--- config.mk ---
export PLATFORM = sky130hd
export DESIGN_NAME = tps_ctrl
export DESIGN_NICKNAME = d
export VERILOG_FILES = /design/src/rtl/tps_pkg.sv /design/src/rtl/tps_ctrl.sv
export SDC_FILE = /design/constraint.sdc
export NUM_CORES = 1
export LEC_CHECK = 0
export ABC_AREA = 1
export BUFFER_PORTS_ARGS = -buffer_cell sky130_fd_sc_hd__buf_2
export CAP_MARGIN = 25
export CORE_MARGIN = 3
export CORE_UTILIZATION = 49
export DETAILED_ROUTE_END_ITERATION = 8
export GPL_ROUTABILITY_DRIVEN = 0
export MAX_ROUTING_LAYER = met4
export PLACE_DENSITY = 0.75
export SYNTH_ARGS = -nofsm -noshare
export SYNTH_HDL_FRONTEND = slang
export SYNTH_SLANG_ARGS = --single-unit
--- constraint.sdc ---
create_clock -name aclk -period 1.4 [get_ports aclk]
set_input_delay 0.42 -clock aclk [delete_from_list [all_inputs] [get_ports aclk]]
set_output_delay 0.42 -clock aclk [all_outputs]
set_load 0.005 [all_outputs]
--- src/rtl/tps_pkg.sv ---
// shared types, widths, register indexes and reset values for the trapezoidal shaper
package tps_pkg;

    localparam int HISTORY_DEPTH_DEF = 512;

    localparam int SAMPLE_W   = 17;
    localparam int RISE_W     = 8;
    localparam int FLAT_W     = 8;
    localparam int DECAY_W    = 16;
    localparam int GAIN_W     = 32;
    localparam int OUT_W      = 32;
    localparam int CFG_IDX_W  = 2;
    localparam int CFG_DATA_W = 32;
    localparam int DIFF_W     = SAMPLE_W + 2;
    localparam int MD_W       = DECAY_W + 1 + DIFF_W;
    localparam int P_W        = 48;
    localparam int S_W        = 64;

    localparam logic [CFG_IDX_W-1:0] CFG_RISE_LENGTH    = 2'd0;
    localparam logic [CFG_IDX_W-1:0] CFG_FLAT_LENGTH    = 2'd1;
    localparam logic [CFG_IDX_W-1:0] CFG_DECAY_CONSTANT = 2'd2;
    localparam logic [CFG_IDX_W-1:0] CFG_NORM_GAIN      = 2'd3;

    localparam logic [RISE_W-1:0]  RISE_RESET  = 8'd20;
    localparam logic [FLAT_W-1:0]  FLAT_RESET  = 8'd30;
    localparam logic [DECAY_W-1:0] DECAY_RESET = 16'd12500;
    localparam logic [GAIN_W-1:0]  GAIN_RESET  = 32'd4398047;

    // which delayed sample a read or an accumulate step refers to
    typedef enum logic [1:0] {
        TAP_K,
        TAP_L,
        TAP_KL
    } tap_t;

    typedef struct packed {
        logic [RISE_W-1:0]  rise_length;
        logic [FLAT_W-1:0]  flat_length;
        logic [DECAY_W-1:0] decay_constant;
        logic [GAIN_W-1:0]  norm_gain;
    } tps_cfg_t;

    typedef struct packed {
        logic cap_in;
        logic rd_en;
        tap_t rd_tap;
        logic acc_en;
        tap_t acc_tap;
        logic pd_en;
        logic s_en;
        logic mul_en;
        logic out_load;
    } tps_cmd_t;

endpackage

--- src/rtl/tps_ctrl.sv ---
// sequencer for the trapezoidal shaper: steps one sample through reads, accumulate and scale
module tps_ctrl (
    input  logic              aclk,
    input  logic              aresetn,
    input  logic              s_valid,
    output logic              s_ready,
    output logic              m_valid,
    input  logic              m_ready,
    output tps_pkg::tps_cmd_t cmd
);

    typedef enum logic [8:0] {
        ST_IDLE   = 9'b000000001,
        ST_RD_K   = 9'b000000010,
        ST_RD_L   = 9'b000000100,
        ST_RD_KL  = 9'b000001000,
        ST_ACC    = 9'b000010000,
        ST_MUL_PD = 9'b000100000,
        ST_SUM_S  = 9'b001000000,
        ST_MUL_G  = 9'b010000000,
        ST_OUT    = 9'b100000000
    } state_t;

    state_t state_reg, state_next;
    logic   m_valid_reg, m_valid_next;

    always_comb begin
        state_next   = state_reg;
        cmd          = '0;
        cmd.rd_tap   = tps_pkg::TAP_K;
        cmd.acc_tap  = tps_pkg::TAP_K;
        s_ready      = 1'b0;
        unique case (state_reg)
            ST_IDLE: begin
                s_ready = 1'b1;
                if (s_valid) begin
                    cmd.cap_in = 1'b1;
                    state_next = ST_RD_K;
                end
            end
            ST_RD_K: begin
                cmd.rd_en  = 1'b1;
                cmd.rd_tap = tps_pkg::TAP_K;
                state_next = ST_RD_L;
            end
            ST_RD_L: begin
                cmd.rd_en   = 1'b1;
                cmd.rd_tap  = tps_pkg::TAP_L;
                cmd.acc_en  = 1'b1;
                cmd.acc_tap = tps_pkg::TAP_K;
                state_next  = ST_RD_KL;
            end
            ST_RD_KL: begin
                cmd.rd_en   = 1'b1;
                cmd.rd_tap  = tps_pkg::TAP_KL;
                cmd.acc_en  = 1'b1;
                cmd.acc_tap = tps_pkg::TAP_L;
                state_next  = ST_ACC;
            end
            ST_ACC: begin
                cmd.acc_en  = 1'b1;
                cmd.acc_tap = tps_pkg::TAP_KL;
                state_next  = ST_MUL_PD;
            end
            ST_MUL_PD: begin
                cmd.pd_en  = 1'b1;
                state_next = ST_SUM_S;
            end
            ST_SUM_S: begin
                cmd.s_en   = 1'b1;
                state_next = ST_MUL_G;
            end
            ST_MUL_G: begin
                cmd.mul_en = 1'b1;
                state_next = ST_OUT;
            end
            ST_OUT: begin
                // wait here only while the previous result is still unread
                if (!m_valid_reg || m_ready) begin
                    cmd.out_load = 1'b1;
                    state_next   = ST_IDLE;
                end
            end
            default: begin
                state_next = ST_IDLE;
            end
        endcase
    end

    always_comb begin
        m_valid_next = m_valid_reg;
        if (cmd.out_load) begin
            m_valid_next = 1'b1;
        end else if (m_ready) begin
            m_valid_next = 1'b0;
        end
    end

    always_ff @(posedge aclk) begin
        if (!aresetn) begin
            state_reg   <= ST_IDLE;
            m_valid_reg <= 1'b0;
        end else begin
            state_reg   <= state_next;
            m_valid_reg <= m_valid_next;
        end
    end

    assign m_valid = m_valid_reg;

endmodule

==> results of run 1 <==
logic make-up after synthesis:
kind of cell,Yosys count,share of synthesized area [%]
AO/OA/AOI/OAI,2,1.53
buffers and inverters,26,16.1
flip-flops,10,30.6
AND/OR/NAND/NOR,67,51.8
synth_stat cells:
library cell,instances
nor2_1,23
inv_1,21
nand2_1,18
nand3_1,11
dfxtp_1,10
inv_2,3
nor2_2,3
a21oi_1,2
buf_4,2
nand2_2,2
nand3_2,2
nor3_1,2
and2_1,1
nand2_4,1
nor2_4,1
nor4_1,1
nor4_2,1
nor4_4,1
through the flow:
step	TNS (ps)	instances	hold slack, ps	util, %	worst slack (ps)
after floorplan	0	105	533	-	9.85
after global placement	-179	154	535	77.2	-55.4
after detailed placement	-415	154	543	77.2	-117
after CTS	-3200	167	437	93.1	-375
timing repair:
item	CTS
gates resized for setup	32
endpoints found under the setup margin	12
setup buffers	10
pin swaps	14
==> impl_metrics.yaml, run 1 <==
synth:
  syn_area_um2: 654
  synth_top_area_share_pct: 30.6
  synth_top_area_cell: "dfxtp_1"
  syn_nets: 109
  syn_avg_cell_area_um2: 6.23
  synthCells: 105
  ys_ff_latch: 10
  ys_warn_count: 0
  ys_types: 18
  synth_seq_area_share_pct: 30.6
  netlist_top_cells_area: "dfxtp_1 31%, nor2_1 13%, inv_1 12%"
run_status:
  outcome: "stopped before the end"
  stop_error: "[ERROR DPL-0038] Utilization greater than 100%, impossible to legalize"
  stop_stage: "global routing"
cts:
  cts_made_buffers: 3
  clockRootBuffer: "clkbuf_4"
  clockBufferDepth: 2
  cts_max_level: 1
  cts_hold_buf: 0
  cts.sinks: 10
timing:
  worstEpCategory: "primary output"
  grt-worst-endpoint: "cmd[9]"
global_route:
  grt_max_degree: 8
die:
  rows: 12
  die_x_um: 42.5
  pin_count: 17
  initial_core_util_pct: 55.9
  die_h_um: 42.5
place:
  dp_hpwl_um: 1320
  io_buffer_count: 16
  placed_area_um2: 905
==> run 2, diff against run 1 <==
--- a/config.mk
+++ b/config.mk
@@ -8,12 +8,11 @@
 export ABC_AREA = 1
 export BUFFER_PORTS_ARGS = -buffer_cell sky130_fd_sc_hd__buf_2
 export CAP_MARGIN = 25
-export CORE_MARGIN = 3
-export CORE_UTILIZATION = 49
+export CORE_AREA = 3 3 64 66
 export DETAILED_ROUTE_END_ITERATION = 8
+export DIE_AREA = 0 0 67 69
 export GPL_ROUTABILITY_DRIVEN = 0
-export MAX_ROUTING_LAYER = met4
-export PLACE_DENSITY = 0.75
+export PLACE_DENSITY_LB_ADDON = 0.15
 export SYNTH_ARGS = -nofsm -noshare
 export SYNTH_HDL_FRONTEND = slang
 export SYNTH_SLANG_ARGS = --single-unit
==> impl_metrics.yaml, run 2 <==
setup_path:
  path_buf_inv: 2
  path_class: "flop to output port"
  worstSetupStartpointType: "flop"
  endpoint_kind: "output port"
  crit_family: "simple AND/OR/NAND/NOR gates"
  crit_required_ps: 980
  max_stage_delay_ps: 370
  path_cells: "buf_4 -> nor4_4 -> nor2_1 -> nand2_1 -> buf_2"
  crit_path_top_delay_cell: "dfxtp_4"
  worst-path-max-fanout: 4
  timing.rr.end: "state_reg[0]$_SDFFE_PN1P_"
  ff2ff_setup_slack_ps: 50
  reg2reg_from: "state_reg[0]$_SDFFE_PN1P_"
  reg2reg_depth: 11
  crit_arrival_ps: 1300
drt:
  drc: 0
  via_per_inst: 3.89
  post_drt_wl_per_cell_um: 10.2
  dr.pass1.iters: 4
  ant_nets: 0
  initialDrtViolationCount: 16
  wirelength_um: 2040
  via_count: 782
cts:
  cts_max_level: 1
  cts_hold_buf: 0
  clockRootBuffer: "clkbuf_8"
  clockBufferDepth: 2
  cts.clk_slew.worst_paths_ps: 50
  cts.sinks: 10
  cts_made_buffers: 3
  insertion_delay_ps: 240
  cts_tree: "built"
synth:
  netlist_top_cells_area: "dfxtp_1 31%, nor2_1 13%, inv_1 12%"
  synth_top_area_share_pct: 30.6
  syn_nets: 109
  syn_avg_cell_area_um2: 6.23
  ys_warn_count: 0
  synth_xor_area_share_pct: 0
  synth-compound-area-share_pct: 1.53
  ys.flop_type: "dfxtp_1"
  yosys-top-cells-count: "23 x nor2_1, 21 x inv_1, 18 x nand2_1"
  synthAdderAreaFrac_pct: 0
  synth-simple-area-share_pct: 51.8
  ys_ff_latch: 10
  synthArstFlopShare_pct: 0
  synth_top_area_cell: "dfxtp_1"
  syn_area_um2: 654
  synth_edf_count: 0
  synth_mux_area_share_pct: 0
  yosysMostFrequentCell: "nor2_1"
  synth_top_family_by_area: "simple AND/OR/NAND/NOR gates"
  synthCells: 105
  synth_seq_area_share_pct: 30.6
  ys_types: 18
cells_and_area:
  drive_gt1_share_pct: 64.1
  final_common_cell: "buf_4"
  instances_no_fill: 201
  final_cell_mix: "27 x buf_4, 14 x inv_1, 14 x nor2_1, 12 x buf_2"
  antennaDiodeCount: 0
  fillers: 398
  largest_reg_flops: 9
  syn_to_final_growth_pct: 92.5
  design_area_um2: 1260
  nets: 158
power_and_ir_drop:
  peakVddDrop_v: 0.000370
  powerDensity_nw_per_um2: 839
  power.leakage_nw: 0.650
place:
  io_buffer_count: 16
  dp_hpwl_um: 1490
  placed_area_um2: 925
  dp_cells: 185
global_route:
  grt_pass1_vias: 723
  grt_max_degree: 8
  gr-total-overflow: 0
  antenna_found_initial: 0
  grt_pass1_wl_um: 3370
  grt_use_total_pct: 9.78
timing:
  max_slew_margin_pct: 85.0
  fmax_ghz: 0.582
  setup_ws_ps: -318
  hold_viol_final: 0
  skew_ps: 1.96
  fin_crit_ps: 1720
  tightest_slew_ps: 223
  finalSetupViolCount: 12
  report.final.slew_viol_count: 0
  rsz0062_at_grt: "yes"
  final.period_utilization_pct: 123
  whs_ps: 465
job:
  maxCapViolations: 0
die:
  initial_core_util_pct: 18.0
  pin_count: 17
  rows: 22
  die_h_um: 69
  die_area_um2: 4620
  die_x_um: 67
  core_region_area_um2: 3630
run_status:
  failed_checks: "setup timing"
  outcome: "complete, but fails checks"
min_path:
  hold_start: "m_ready"
  whs_endpoint: "m_valid$_SDFFE_PN0P_"
  min_path_type: "input port to flop"
  hold_depth: 4
==> run 2: cell counts after synthesis <==
No cell type changed its count.
==> run 2: kinds of logic after synthesis <==
| family | Yosys count |
|---|---|
| buffers and inverters | 26 |
| flip-flops | 10 |
| AO/OA/AOI/OAI | 2 |
| AND/OR/NAND/NOR | 67 |
==> run 2: how the worst max path moves through the flow <==
stage,start,to,slack [ps],depth (start not counted)
after floorplan,state_reg[0]$_SDFFE_PN1P_,cmd[6],10,5
after global placement,state_reg[1]$_SDFFE_PN0P_,cmd[3],-110,7
after detailed placement,state_reg[0]$_SDFFE_PN1P_,cmd[9],-120,6
after CTS,state_reg[1]$_SDFFE_PN0P_,cmd[9],-390,6
after global routing,state_reg[0]$_SDFFE_PN1P_,cmd[6],-410,7
final,state_reg[2]$_SDFFE_PN0P_,cmd[9],-320,5
==> run 2: worst register-to-register path, delay by kind of cell (launching register included) <==
family	cells	cell delay, ps
buf+inv	4	470
simple gates	7	440
flops	1	330
==> run 2: power breakdown <==
part,internal (mW),switching [mW],leakage [nW],total (mW)
clock,0.248,0.127,0.0288,0.375
sequential,0.298,0.0125,0.0847,0.311
combinational,0.185,0.186,0.537,0.371
==> run 2: layer usage <==
metal | vias up | GRT usage, % | part of all wire, %
met5 | - | 0 | 0
met4 | 0 | 3.15 | 1.3
met3 | 4 | 4.07 | 6.2
met2 | 21 | 14.5 | 47
met1 | 343 | 12.6 | 45
li1 | 414 | - | -
==> run 2: area by class of cell <==
type / instances / area (um2) / area share, %
multi-input combinational: 69 / 485 / 38.5
timing repair buffer: 46 / 342 / 27.1
sequential: 10 / 213 / 16.9
inverter: 24 / 105 / 8.34
tap: 48 / 60.1 / 4.77
clock buffer: 4 / 55.1 / 4.37
==> run 2: stage by stage <==
step / setup TNS, ps / power, mW / worst slack, ps / utilization, %
floorplan: 0 / 0.440 / 9.85 / -
finish: -3160 / 1.06 / -318 / 34.7
global placement: -507 / 0.551 / -112 / 25.4
global route: -4130 / 1.12 / -407 / 34.7
CTS: -3520 / 1.00 / -392 / 31.9
detailed placement: -531 / 0.550 / -119 / 25.4
==> run 2: what timing repair did <==
action / CTS / global route
pin swaps: 11 / 15
setup buffers: 10 / 5
setup endpoints to repair: 12 / 18
resized for setup: 37 / 24
Power figures use the tool's default switching activity.
